[src/rtl/clc_pkg.sv]
// Shared types, codes and constants of the combination lock controller.
package clc_pkg;

  // Default number of digits in one code entry.
  localparam int unsigned CodeLenDef = 5;

  // Configuration port.
  localparam int unsigned CfgIdxW  = 2;
  localparam int unsigned CfgDataW = 16;

  localparam logic [CfgIdxW-1:0] CFG_ROTATE_TICKS = 2'd0;
  localparam logic [CfgIdxW-1:0] CFG_HOLD_TICKS   = 2'd1;
  localparam logic [CfgIdxW-1:0] CFG_ALARM_TICKS  = 2'd2;
  localparam logic [CfgIdxW-1:0] CFG_MAX_TRIALS   = 2'd3;

  localparam logic [15:0] RotateTicksRst = 16'd15;
  localparam logic [15:0] HoldTicksRst   = 16'd3;
  localparam logic [15:0] AlarmTicksRst  = 16'd60;
  localparam logic [3:0]  MaxTrialsRst   = 4'd3;

  // Input operations.
  localparam logic OP_BYTE = 1'b0;
  localparam logic OP_TICK = 1'b1;

  // Command bytes.
  localparam logic [7:0] CMD_OPEN_DOOR   = 8'h30;
  localparam logic [7:0] CMD_CHANGE_CODE = 8'h40;
  localparam logic [7:0] CMD_WRONG_CODE  = 8'h50;

  // Reply codes.
  localparam logic [2:0] REPLY_NONE    = 3'd0;
  localparam logic [2:0] REPLY_DIFFER  = 3'd1;
  localparam logic [2:0] REPLY_SAME    = 3'd2;
  localparam logic [2:0] REPLY_MATCH   = 3'd3;
  localparam logic [2:0] REPLY_NOMATCH = 3'd4;

  // Motor drive codes.
  localparam logic [1:0] DRIVE_STOP = 2'd0;
  localparam logic [1:0] DRIVE_CW   = 2'd1;
  localparam logic [1:0] DRIVE_CCW  = 2'd2;

  // Reported mode codes.
  localparam logic [2:0] LOCK_FIRST        = 3'd0;
  localparam logic [2:0] LOCK_SECOND       = 3'd1;
  localparam logic [2:0] LOCK_VERIFY       = 3'd2;
  localparam logic [2:0] LOCK_OPTION       = 3'd3;
  localparam logic [2:0] LOCK_ALARM_OPTION = 3'd4;
  localparam logic [2:0] LOCK_MOTOR        = 3'd5;
  localparam logic [2:0] LOCK_ALARM        = 3'd6;

  typedef struct packed {
    logic       operation;
    logic [7:0] data_byte;
  } in_item_t;

  typedef struct packed {
    logic [2:0] reply_code;
    logic [1:0] motor_drive;
    logic       alarm_on;
    logic [2:0] lock_mode;
  } out_item_t;

endpackage

[src/rtl/clc_code_ram.sv]
// Code storage memory: one write port, one registered read port, write-to-read forwarding.
module clc_code_ram #(
  parameter int unsigned Depth = 2 * clc_pkg::CodeLenDef,
  localparam int unsigned AddrW = (Depth > 1) ? $clog2(Depth) : 1
) (
  input  logic             clk_i,
  input  logic             rst_ni,
  input  logic             we_i,
  input  logic [AddrW-1:0] waddr_i,
  input  logic [7:0]       wdata_i,
  input  logic [AddrW-1:0] raddr_i,
  output logic [7:0]       rdata_o
);

  logic [7:0] mem_q [Depth];
  logic [7:0] rd_q;
  logic       fwd_q;
  logic [7:0] fwd_data_q;

  always_ff @(posedge clk_i) begin
    if (we_i) begin
      mem_q[waddr_i] <= wdata_i;
    end
    rd_q       <= mem_q[raddr_i];
    fwd_data_q <= wdata_i;
  end

  // The memory returns old data on a same-address collision, so the write wins here.
  always_ff @(posedge clk_i or negedge rst_ni) begin
    if (!rst_ni) begin
      fwd_q <= 1'b0;
    end else begin
      fwd_q <= we_i && (waddr_i == raddr_i);
    end
  end

  assign rdata_o = fwd_q ? fwd_data_q : rd_q;

endmodule

[src/rtl/combination_lock_controller_unit.sv]
// Top level of the combination lock controller: control sequencer, code memory and output buffer.
//
// Usage: each input item is either a received byte (a code digit or a command) or one
// timer tick. Every accepted item produces exactly one result item carrying the reply
// code, the motor drive, the buzzer state and the mode reached after that item.
// A new code is entered twice and kept only when both entries agree; later entries are
// checked against it, and repeated wrong entries lead to an alarm that lasts a set
// number of ticks. A correct entry allows a door-open command (motor forward, hold,
// back, stop) or a code change.
// Both channels use valid/ready. The result of an item is registered in the output buffer
// when the item is accepted. The block takes one item per cycle while the output buffer
// has room: the digit for the next item is fetched from the code memory during the current
// one, at the address the next state selects, so the registered read never stalls the input.
// A two-entry output buffer decouples the sides: when the receiver stalls, one more item
// is still taken, and input ready drops only while both entries are full.
// Reset clears the mode, counters and output buffer; the code memory itself is not
// cleared and holds no code until one has been entered. The configuration port writes
// one register per cycle with no handshake and should be used only while idle.
module combination_lock_controller_unit #(
  parameter int unsigned CODE_LEN = clc_pkg::CodeLenDef
) (
  input  logic                         clk_i,
  input  logic                         rst_ni,

  input  logic                         in_valid_i,
  output logic                         in_ready_o,
  input  clc_pkg::in_item_t            in_data_i,

  output logic                         out_valid_o,
  input  logic                         out_ready_i,
  output clc_pkg::out_item_t           out_data_o,

  input  logic                         cfg_we_i,
  input  logic [clc_pkg::CfgIdxW-1:0]  cfg_index_i,
  input  logic [clc_pkg::CfgDataW-1:0] cfg_wdata_i
);

  localparam int unsigned IdxW  = (CODE_LEN > 1) ? $clog2(CODE_LEN) : 1;
  localparam int unsigned Depth = 2 * CODE_LEN;
  localparam int unsigned AddrW = $clog2(Depth);
  localparam logic [IdxW-1:0]  LastIdx  = IdxW'(CODE_LEN - 1);
  localparam logic [AddrW-1:0] BankBase = AddrW'(CODE_LEN);

  typedef enum logic [6:0] {
    ModeFirst       = 7'b0000001,
    ModeSecond      = 7'b0000010,
    ModeVerify      = 7'b0000100,
    ModeOption      = 7'b0001000,
    ModeAlarmOption = 7'b0010000,
    ModeMotor       = 7'b0100000,
    ModeAlarm       = 7'b1000000
  } mode_e;

  // Configuration registers.
  logic [15:0] rotate_ticks_q, hold_ticks_q, alarm_ticks_q;
  logic [3:0]  max_trials_q;

  // Sequencer state. The code memory holds two banks: saved_bank_q selects the
  // saved code, the other bank receives the candidate. Saving a code flips the bank.
  mode_e       mode_q, mode_d;
  logic [IdxW-1:0] idx_q, idx_d;
  logic        mism_q, mism_d;
  logic [3:0]  trial_q, trial_d;
  logic [1:0]  phase_q, phase_d;
  logic [15:0] ticks_q, ticks_d;
  logic        saved_bank_q, saved_bank_d;

  // Output buffer: head entry and skid entry.
  clc_pkg::out_item_t head_q, head_d, skid_q, skid_d;
  logic        head_valid_q, head_valid_d, skid_valid_q, skid_valid_d;

  logic        in_acc;
  logic        pop;
  logic [7:0]  rd_data;
  logic        mem_we;
  logic [AddrW-1:0] waddr, raddr;
  logic        digit_bad, mm, idx_last, verify_clr, ticks_done, rd_bank;
  logic [IdxW-1:0] idx_step;
  logic [15:0] tick_inc, dur;
  logic [3:0]  trial_inc;
  logic [2:0]  reply;
  clc_pkg::out_item_t res;

  assign in_ready_o = !skid_valid_q;
  assign in_acc     = in_valid_i && in_ready_o;
  assign pop        = head_valid_q && out_ready_i;

  // ---------------------------------------------------------------- configuration
  always_ff @(posedge clk_i or negedge rst_ni) begin
    if (!rst_ni) begin
      rotate_ticks_q <= clc_pkg::RotateTicksRst;
      hold_ticks_q   <= clc_pkg::HoldTicksRst;
      alarm_ticks_q  <= clc_pkg::AlarmTicksRst;
      max_trials_q   <= clc_pkg::MaxTrialsRst;
    end else if (cfg_we_i) begin
      unique case (cfg_index_i)
        clc_pkg::CFG_ROTATE_TICKS: rotate_ticks_q <= cfg_wdata_i;
        clc_pkg::CFG_HOLD_TICKS:   hold_ticks_q   <= cfg_wdata_i;
        clc_pkg::CFG_ALARM_TICKS:  alarm_ticks_q  <= cfg_wdata_i;
        clc_pkg::CFG_MAX_TRIALS:   max_trials_q   <= cfg_wdata_i[3:0];
        default: ;
      endcase
    end
  end

  // ---------------------------------------------------------------- sequencer
  assign digit_bad  = rd_data != in_data_i.data_byte;
  assign mm         = mism_q | digit_bad;
  assign idx_last   = idx_q == LastIdx;
  assign idx_step   = idx_last ? '0 : idx_q + 1'b1;
  assign tick_inc   = ticks_q + 16'd1;
  assign dur        = (phase_q == 2'd1) ? hold_ticks_q : rotate_ticks_q;
  assign trial_inc  = trial_q + 4'd1;

  always_comb begin
    mode_d       = mode_q;
    idx_d        = idx_q;
    mism_d       = mism_q;
    trial_d      = trial_q;
    phase_d      = phase_q;
    ticks_d      = ticks_q;
    saved_bank_d = saved_bank_q;
    reply        = clc_pkg::REPLY_NONE;
    mem_we       = 1'b0;
    verify_clr   = 1'b0;
    ticks_done   = 1'b0;

    if (in_acc) begin
      if (in_data_i.operation == clc_pkg::OP_BYTE) begin
        unique case (mode_q)
          ModeFirst: begin
            mem_we = 1'b1;
            idx_d  = idx_step;
            if (idx_last) begin
              mode_d = ModeSecond;
              mism_d = 1'b0;
            end
          end
          ModeSecond: begin
            idx_d  = idx_step;
            mism_d = mm;
            if (idx_last) begin
              if (mm) begin
                reply  = clc_pkg::REPLY_DIFFER;
                mode_d = ModeFirst;
                mism_d = 1'b0;
              end else begin
                reply        = clc_pkg::REPLY_SAME;
                saved_bank_d = !saved_bank_q;
                mode_d       = ModeVerify;
                verify_clr   = 1'b1;
              end
            end
          end
          ModeVerify: begin
            idx_d  = idx_step;
            mism_d = mm;
            if (idx_last) begin
              if (mm) begin
                reply   = clc_pkg::REPLY_NOMATCH;
                mism_d  = 1'b0;
                trial_d = trial_inc;
                if (trial_inc >= max_trials_q) begin
                  mode_d = ModeAlarmOption;
                end
              end else begin
                reply  = clc_pkg::REPLY_MATCH;
                mode_d = ModeOption;
              end
            end
          end
          ModeOption: begin
            verify_clr = 1'b1;
            if (in_data_i.data_byte == clc_pkg::CMD_OPEN_DOOR) begin
              mode_d = ModeMotor;
            end else if (in_data_i.data_byte == clc_pkg::CMD_CHANGE_CODE) begin
              mode_d = ModeFirst;
            end else begin
              mode_d = ModeVerify;
            end
          end
          ModeAlarmOption: begin
            verify_clr = 1'b1;
            if (in_data_i.data_byte == clc_pkg::CMD_WRONG_CODE) begin
              mode_d = ModeAlarm;
            end else begin
              mode_d = ModeVerify;
            end
          end
          ModeMotor, ModeAlarm: ;
          default: begin
            mode_d = ModeFirst;
            idx_d  = '0;
            mism_d = 1'b0;
          end
        endcase
      end else begin
        // Timer tick: only the motor and alarm phases count.
        if (mode_q == ModeMotor) begin
          ticks_d = tick_inc;
          if (tick_inc >= dur) begin
            ticks_d = '0;
            if (phase_q[1]) begin
              mode_d     = ModeVerify;
              verify_clr = 1'b1;
            end else begin
              phase_d = phase_q + 2'd1;
            end
          end
        end else if (mode_q == ModeAlarm) begin
          ticks_d    = tick_inc;
          ticks_done = tick_inc >= alarm_ticks_q;
          if (ticks_done) begin
            mode_d     = ModeVerify;
            verify_clr = 1'b1;
          end
        end
      end
    end

    if (verify_clr) begin
      idx_d   = '0;
      mism_d  = 1'b0;
      trial_d = '0;
      phase_d = '0;
      ticks_d = '0;
    end
  end

  always_ff @(posedge clk_i or negedge rst_ni) begin
    if (!rst_ni) begin
      mode_q       <= ModeFirst;
      idx_q        <= '0;
      mism_q       <= 1'b0;
      trial_q      <= '0;
      phase_q      <= '0;
      ticks_q      <= '0;
      saved_bank_q <= 1'b0;
    end else begin
      mode_q       <= mode_d;
      idx_q        <= idx_d;
      mism_q       <= mism_d;
      trial_q      <= trial_d;
      phase_q      <= phase_d;
      ticks_q      <= ticks_d;
      saved_bank_q <= saved_bank_d;
    end
  end

  // ---------------------------------------------------------------- code memory
  // Candidate digits go to the free bank. The read address follows the next state,
  // so the digit the next item compares against is ready when it arrives.
  assign waddr   = saved_bank_q ? AddrW'(idx_q) : BankBase + AddrW'(idx_q);
  assign rd_bank = (mode_d == ModeSecond) ? !saved_bank_d : saved_bank_d;
  assign raddr   = rd_bank ? BankBase + AddrW'(idx_d) : AddrW'(idx_d);

  clc_code_ram #(
    .Depth(Depth)
  ) u_code_ram (
    .clk_i  (clk_i),
    .rst_ni (rst_ni),
    .we_i   (mem_we),
    .waddr_i(waddr),
    .wdata_i(in_data_i.data_byte),
    .raddr_i(raddr),
    .rdata_o(rd_data)
  );

  // ---------------------------------------------------------------- result
  always_comb begin
    res.reply_code  = reply;
    res.motor_drive = clc_pkg::DRIVE_STOP;
    res.alarm_on    = mode_d == ModeAlarm;
    if (mode_d == ModeMotor) begin
      if (phase_d == 2'd0) begin
        res.motor_drive = clc_pkg::DRIVE_CW;
      end else if (phase_d == 2'd2) begin
        res.motor_drive = clc_pkg::DRIVE_CCW;
      end
    end
    unique case (mode_d)
      ModeFirst:       res.lock_mode = clc_pkg::LOCK_FIRST;
      ModeSecond:      res.lock_mode = clc_pkg::LOCK_SECOND;
      ModeVerify:      res.lock_mode = clc_pkg::LOCK_VERIFY;
      ModeOption:      res.lock_mode = clc_pkg::LOCK_OPTION;
      ModeAlarmOption: res.lock_mode = clc_pkg::LOCK_ALARM_OPTION;
      ModeMotor:       res.lock_mode = clc_pkg::LOCK_MOTOR;
      ModeAlarm:       res.lock_mode = clc_pkg::LOCK_ALARM;
      default:         res.lock_mode = clc_pkg::LOCK_FIRST;
    endcase
  end

  // ---------------------------------------------------------------- output buffer
  // A new item can only arrive while the skid entry is empty.
  always_comb begin
    head_d       = head_q;
    skid_d       = skid_q;
    head_valid_d = head_valid_q;
    skid_valid_d = skid_valid_q;
    if (pop) begin
      if (skid_valid_q) begin
        head_d       = skid_q;
        skid_valid_d = 1'b0;
      end else begin
        head_valid_d = 1'b0;
      end
    end
    if (in_acc) begin
      if (!head_valid_d) begin
        head_d       = res;
        head_valid_d = 1'b1;
      end else begin
        skid_d       = res;
        skid_valid_d = 1'b1;
      end
    end
  end

  always_ff @(posedge clk_i) begin
    head_q <= head_d;
    skid_q <= skid_d;
  end

  always_ff @(posedge clk_i or negedge rst_ni) begin
    if (!rst_ni) begin
      head_valid_q <= 1'b0;
      skid_valid_q <= 1'b0;
    end else begin
      head_valid_q <= head_valid_d;
      skid_valid_q <= skid_valid_d;
    end
  end

  assign out_valid_o = head_valid_q;
  assign out_data_o  = head_q;

endmodule

[config.mk]
export PLATFORM = sky130hd
export DESIGN_NAME = combination_lock_controller_unit
export DESIGN_NICKNAME = d
export VERILOG_FILES = /design/src/rtl/clc_pkg.sv /design/src/rtl/clc_code_ram.sv /design/src/rtl/combination_lock_controller_unit.sv
export SDC_FILE = /design/constraint.sdc
export NUM_CORES = 1
export LEC_CHECK = 0
export ABC_AREA = 1
export ABC_CLOCK_PERIOD_IN_PS = 9200
export BUFFER_PORTS_ARGS = -buffer_cell sky130_fd_sc_hd__buf_2
export CAP_MARGIN = 0
export CORE_MARGIN = 2
export CORE_UTILIZATION = 50
export CTS_CLUSTER_SIZE = 20
export DETAILED_ROUTE_END_ITERATION = 16
export HOLD_SLACK_MARGIN = 0.02
export PLACE_DENSITY = 0.66
export SYNTH_ARGS = -nofsm -noshare
export SYNTH_HDL_FRONTEND = slang
export SYNTH_SLANG_ARGS = --single-unit
[constraint.sdc]
create_clock -name clk_i -period 9.2 [get_ports clk_i]
set_input_delay 0.46 -clock clk_i [delete_from_list [all_inputs] [get_ports clk_i]]
set_output_delay 0.46 -clock clk_i [all_outputs]
set_load 0.005 [all_outputs]
# --- Yosys cells after proc, flatten, opt, wreduce, memory -nomap -nowiden ---
# Memories as Yosys holds them, arrays and structs flattened. A register that Yosys moved wholly into a read port is not among the register bits.
# Index checks and enable logic that the tools add are counted.
totals:
  mem_bits_rw: 80
  ff_bits: 115
  inputBits: 32
  memories: 1
  elab_cells: 179
  output_inout_bits: 11
memory_table:
  columns: ["name", "depth", "word_bits", "rd", "rd_clocked_by_memory_dff", "write_ports", "line", "rtl"]
  rows:
  - ["u_code_ram.mem_q", 10, 8, 1, 1, 1, "clc_code_ram.sv:15", "logic [7:0] mem_q [Depth];"]
op_classes:
  reduce_logical: 27
  bitwise: 1
  addsub: 6
  eq_ne: 27
  magnitude_cmp: 3
  n_mux: 91
ops:
  columns: ["op", "count"]
  rows:
  - ["two-way mux 16 bit", 7]
  - ["two-way mux 7 bit", 13]
  - ["one-hot mux 7 bit (6 select lines)", 1]
  - ["two-way mux 9 bit", 4]
  - ["greater-or-equal comparator 16 bit", 2]
  - ["two-way mux 4 bit", 8]
  - ["two-way mux 1 bit", 31]
  - ["two-way mux 3 bit", 9]
  - ["two-way mux 2 bit", 11]
  - ["one-hot mux 3 bit (6 select lines)", 1]
  - ["adder 16 x 1 -> 16 bit (second input constant)", 1]
  - ["== test 8 x 7 -> 1 bit (second input constant)", 2]
  - ["== test 7 x 2 -> 1 bit (second input constant)", 2]
  - ["== test 7 x 3 -> 1 bit (second input constant)", 2]
  - ["== test 7 x 4 -> 1 bit (second input constant)", 2]
  - ["== test 7 x 5 -> 1 bit (second input constant)", 2]
  - ["== test 7 x 6 -> 1 bit (second input constant)", 2]
  - ["== test 7 bit (second input constant)", 2]
  - ["one-hot mux 3 bit (2 select lines)", 2]
  - ["AND reduction 2 bit", 5]
  - ["nonzero test 2 bit", 5]
  - ["adder 3 x 3 -> 4 bit (first input constant)", 2]
  - ["== test 8 x 6 -> 1 bit (second input constant)", 1]
  - ["two-way mux 8 bit", 1]
  - ["other kinds (26)", 37]

# --- Longest topological paths before layout ---
depth:
  ltp_word: 15
  depth_mapped: 38
  ltp_nobuf: 38

# --- Cells and area by module ---
# A second synthesis with hierarchy kept.
hier_totals:
  hier_cells: 1213
  hier_area_um2: 10576.4
by_module_without_submodules:
  columns: ["mod", "n_inst", "seq_area_each_um2", "area_per_inst_um2", "cells_per_inst"]
  rows:
  - ["combination_lock_controller_unit", 1, 2668.8, 6567.5, 850]
  - ["clc_code_ram", 1, 2747.6, 4008.8, 363]

# --- Worst setup path before layout ---
# Ideal clock, no wire load.
synth_path:
  path_type: "register to register"
  startpoint: "reg ticks_q[2]"
  endpoint: "reg u_code_ram.rd_q[6], read port of u_code_ram.mem_q"
  arrival_time_ns: 4.266
  slack_ns: 4.819
  path_stages_with_launch: 38
  period_less_slack_ns: 4.381
  n_path_buf: 1
  required_time_ns: 9.085
  setup_time_ns: 0.115
  path_cell_list: "dfrtp_1 -> inv_1 -> nor3_1 -> inv_1 -> nor2_1 -> inv_1 -> nor3_1 -> nand3_1 -> nor2_1 -> inv_1 -> nor2_1 -> inv_1 -> nor2_1 -> inv_1 -> nor2_1 -> nand2_1 -> xor2_1 -> inv_1 -> [... 2 more ...] -> nor3_1 -> nand3_1 -> nand3_1 -> nand2_1 -> nand2_1 -> nand2_1 -> nand2_1 -> nand2_2 -> a21oi_2 -> inv_1 -> ha_1 -> nand2_1 -> o21ai_4 -> buf_6 -> nand3_1 -> nand3_1 -> nand3_1 -> nand2_1"
synth_via:
  elab_chain_len: 10
  elab_cells_between_ends: 20
  classes_between: "2 x add/sub; 2 x order compare; 1 x eq/ne; 15 x mux"
synth_rtl:
  columns: ["item", "line", "rtl"]
  rows:
  - ["start: declaration", "combination_lock_controller_unit.sv:65", "logic [15:0] ticks_q, ticks_d;"]
  - ["start signal: assignment", "combination_lock_controller_unit.sv:245", "ticks_q <= ticks_d;"]
  - ["adder 16 x 1 -> 16 bit (*)", "combination_lock_controller_unit.sv:111", "assign tick_inc = ticks_q + 16'd1;"]
  - ["greater-or-equal comparator 16 bit", "combination_lock_controller_unit.sv:212", "ticks_done = tick_inc >= alarm_ticks_q;"]
  - ["two-way mux 1 bit", "combination_lock_controller_unit.sv:213", "if (ticks_done) begin"]
  - ["two-way mux 1 bit", "combination_lock_controller_unit.sv:210", "end else if (mode_q == ModeAlarm) begin"]
  - ["two-way mux 1 bit (*)", "combination_lock_controller_unit.sv:199", "if (mode_q == ModeMotor) begin"]
  - ["two-way mux 1 bit (*)", "combination_lock_controller_unit.sv:129", "if (in_data_i.operation == clc_pkg::OP_BYTE) begin"]
  - ["two-way mux 1 bit (*)", "combination_lock_controller_unit.sv:128", "if (in_acc) begin"]
  - ["two-way mux 3 bit (*)", "combination_lock_controller_unit.sv:221", "if (verify_clr) begin"]
  - ["named net idx_d[1]", "combination_lock_controller_unit.sv:61", "logic [IdxW-1:0] idx_q, idx_d;"]
  - ["adder 3 x 3 -> 4 bit", "combination_lock_controller_unit.sv:255", "assign raddr = rd_bank ? BankBase + AddrW'(idx_d) : AddrW'(idx_d);"]
  - ["two-way mux 4 bit (*)", "combination_lock_controller_unit.sv:255", null]
  - ["end: declaration", "clc_code_ram.sv:16", "logic [7:0] rd_q;"]
# Mark *: on every way through the listed nets, which the timed path passes. The rest lies on a longest branch.
# A chain may end at the register's enable or synchronous reset.

# --- Worst setup path in the final report ---
layout_path:
  startpoint: "reg ticks_q[2]"
  endpoint: "reg u_code_ram.rd_q[5], read port of u_code_ram.mem_q"
# Same word-level chain as after synthesis.

==> reports/results.tsv <==
metric	value	unit
Post-synth EDFFs	89	
CP required	9.60	ns
crit start category	flip-flop	
Final GP Congestion	0.851	
unique cell type count in the Yosys netlist	48	
PortBufs	42	
Mapped Cells	1226	
RSZ-0062 raised after global routing	no	
status	completed	
Final Cell Area	11700	sq um
die area	22400	sq um
H-tree Lvls	1	
FFs w/ async S/R, synth	0.438	
period utilization	0.592	
crit path buf inv count	10	
register area share after synthesis	0.510	
placed cell areas	11000	sq um
Critical Path Fanout Max	10	
worst flop-to-flop path endpoint	u_code_ram.rd_q[5]	
Min Hold Slack	0.218	ns
Layout Skew	0.0212	ns
clock tree buffer depth	3	
final worst setup slack	3.75	ns
total iterations of the first detailed-routing run	5	
DR WL/cell	15.4	um
width of the die	150	um
maxcap violations	0	
Post-CTS Hold Buffers	1	
Synth area leaders	edfxtp_1 25%, dfrtp_1 18%, nand2_1 10%	
Finished Layout Cells	1558	
total power	2.97	mW
worst vdd ir	144	uV
CTS Buf Count	23	
endpoints failing hold	0	
drt first-iter violations	475	
Hold Crit Depth	3	
yosys synthesis warning count	0	
Finish-stage setup viols	0	
NumNets Final	1341	
Diodes inserted	0	
largest net degree at the start of global routing	61	
delay-heaviest family, CP	simple AND/OR/NAND/NOR gates	
DRT antenna net count	0	
global routing's busiest layer	met1	
final-layout fill cell count	1963	
DP Worst Slack	3.77	ns
Global Route Usage Sum	0.219	
R2R depth	38	
Post-CTS Resized	0	
Yosys reg bits	203	
flop-to-flop setup slack	3.75	ns
initial antenna violation count	0	
maximum clock rate	183	MHz
Die Ht	150	um
syn_nets	1301	
synthesis-to-layout area growth	10.1	%
final core utilization	0.558	
DRC	0	
Mapped Avg Cell Area	8.66	sq um
Critical Path Most Common Cell	inv_1	
met2 Use GR	0.331	
Synth top area share	0.252	
Inst Count DP	1515	
initial core utilization	0.507	
worst skew pair latency	0.52	ns
met3 usage	0.0317	
Slew Viols, Final	0	
total congestion overflow	0	
CTS clk-pin slew, worst paths	0.06	ns
worst slew pin tran	1.13	ns
relative slew slack	0.245	
Crit path largest cell delay	0.38	ns
CP max-delay cell	dfrtp_1	
Site Rows	53	
final worst path period need	5.45	ns
final WL	24000	um
IO Count	43	
Sink Count	203	
Main synth FF type	edfxtp_1	
Hold WC Path Type	in2reg	
first-pass GRT wire length	39100	um
Setup CP Type	reg2reg	
CTS tree	yes	
core area	21000	sq um
number of global-route vias before repair	7470	
Root Buffer	clkbuf_16	
FF-to-FF Start	ticks_q[2]	
Pwr per Cell Area	254	nW/um^2
worst path arrival time	5.85	ns
largest area contributor in the netlist	edfxtp_1	
min-delay src	cfg_wdata_i[4]	
met1 Use GR	0.335	
vias	7989	
Crit. End Element	flip-flop	
leakage power	5.53	nW
most common cell in the netlist	nand2_1	
fraction of layout cells with a size suffix above 1	0.111	
synth cell count leaders	290 x nand2_1, 194 x inv_1, 104 x nand3_1	
postcts setup bufs	0	
Sum Neg Setup Slack	0	ns
Mapped Area	10600	sq um
dpl hpwl	16900	um
Hold Path End	alarm_ticks_q[4]	
via density per instance	5.13	
[layout by cell type (no fill, tap or decap), drive strengths merged, types with 25 or more instances in the layout]
cell and n:
nand2 313, inv 205, nor2 91, a21oi 50
dfrtp 76, dfxtp 25, edfxtp 89, ha 43
o21ai 89, buf 43, clkbuf 29, nand3 111
[worst register-to-register path: cells and delay by family, from the launching register on]
family | cells | cell delay (ns)
AND/OR/NAND/NOR | 23 | 2.88
buffers and inverters | 10 | 0.84
AO/OA/AOI/OAI | 2 | 0.57
adder cells (fa/ha/maj) | 2 | 0.53
flip-flops | 1 | 0.38
XOR/XNOR | 1 | 0.13
[cell families after synthesis]
family,synth area share
AND/OR/NAND/NOR,0.227
flip-flops,0.510
AO/OA/AOI/OAI,0.0916
adder cells (fa/ha/maj),0.0507
multiplexers,0.0161
XOR/XNOR,0.0147
buffers and inverters,0.0895
[layer usage]
metal / share of wire / vias to the layer above
met4: 0.015 / 0
met3: 0.058 / 26
met1: 0.49 / 3694
met5: 0 / -
li1: - / 4060
met2: 0.44 / 209
[flip-flops by register name (all words and copies together), names as in the netlist, 8 cells and up]
name,flops
alarm_ticks_q,16
hold_ticks_q,16
out_data_o,9
rotate_ticks_q,16
skid_q,9
ticks_q,16
u_code_ram.fwd_data_q,8
u_code_ram.mem_q,80
u_code_ram.rd_q,8
[cell type report]
cell class	count	area, sq um	share of cell area
clock buffers	29	608	0.0520
clock inverters	13	63.8	0.00546
inverters	206	778	0.0666
multi-input cells	788	4250	0.364
flip-flops and latches	203	5420	0.463
well taps	275	344	0.0294
repair buffers	44	230	0.0197
[where the power goes]
| part | internal (mW) | switching, mW |
|---|---|---|
| clock network | 0.467 | 0.360 |
| registers | 1.10 | 0.0786 |
| logic | 0.336 | 0.633 |
[how the worst max path moves through the flow]
stage	from	endpoint	slack, ns	cells after the start
after floorplan	ticks_q[2]	u_code_ram.rd_q[6]	4.82	37
after global placement	ticks_q[0]	u_code_ram.rd_q[4]	3.90	38
after detailed placement	ticks_q[0]	u_code_ram.rd_q[5]	3.77	38
after CTS	ticks_q[2]	u_code_ram.rd_q[5]	3.73	38
after global routing	ticks_q[0]	u_code_ram.rd_q[5]	3.14	38
final	ticks_q[2]	u_code_ram.rd_q[5]	3.75	38
Power figures use the tool's default switching activity.
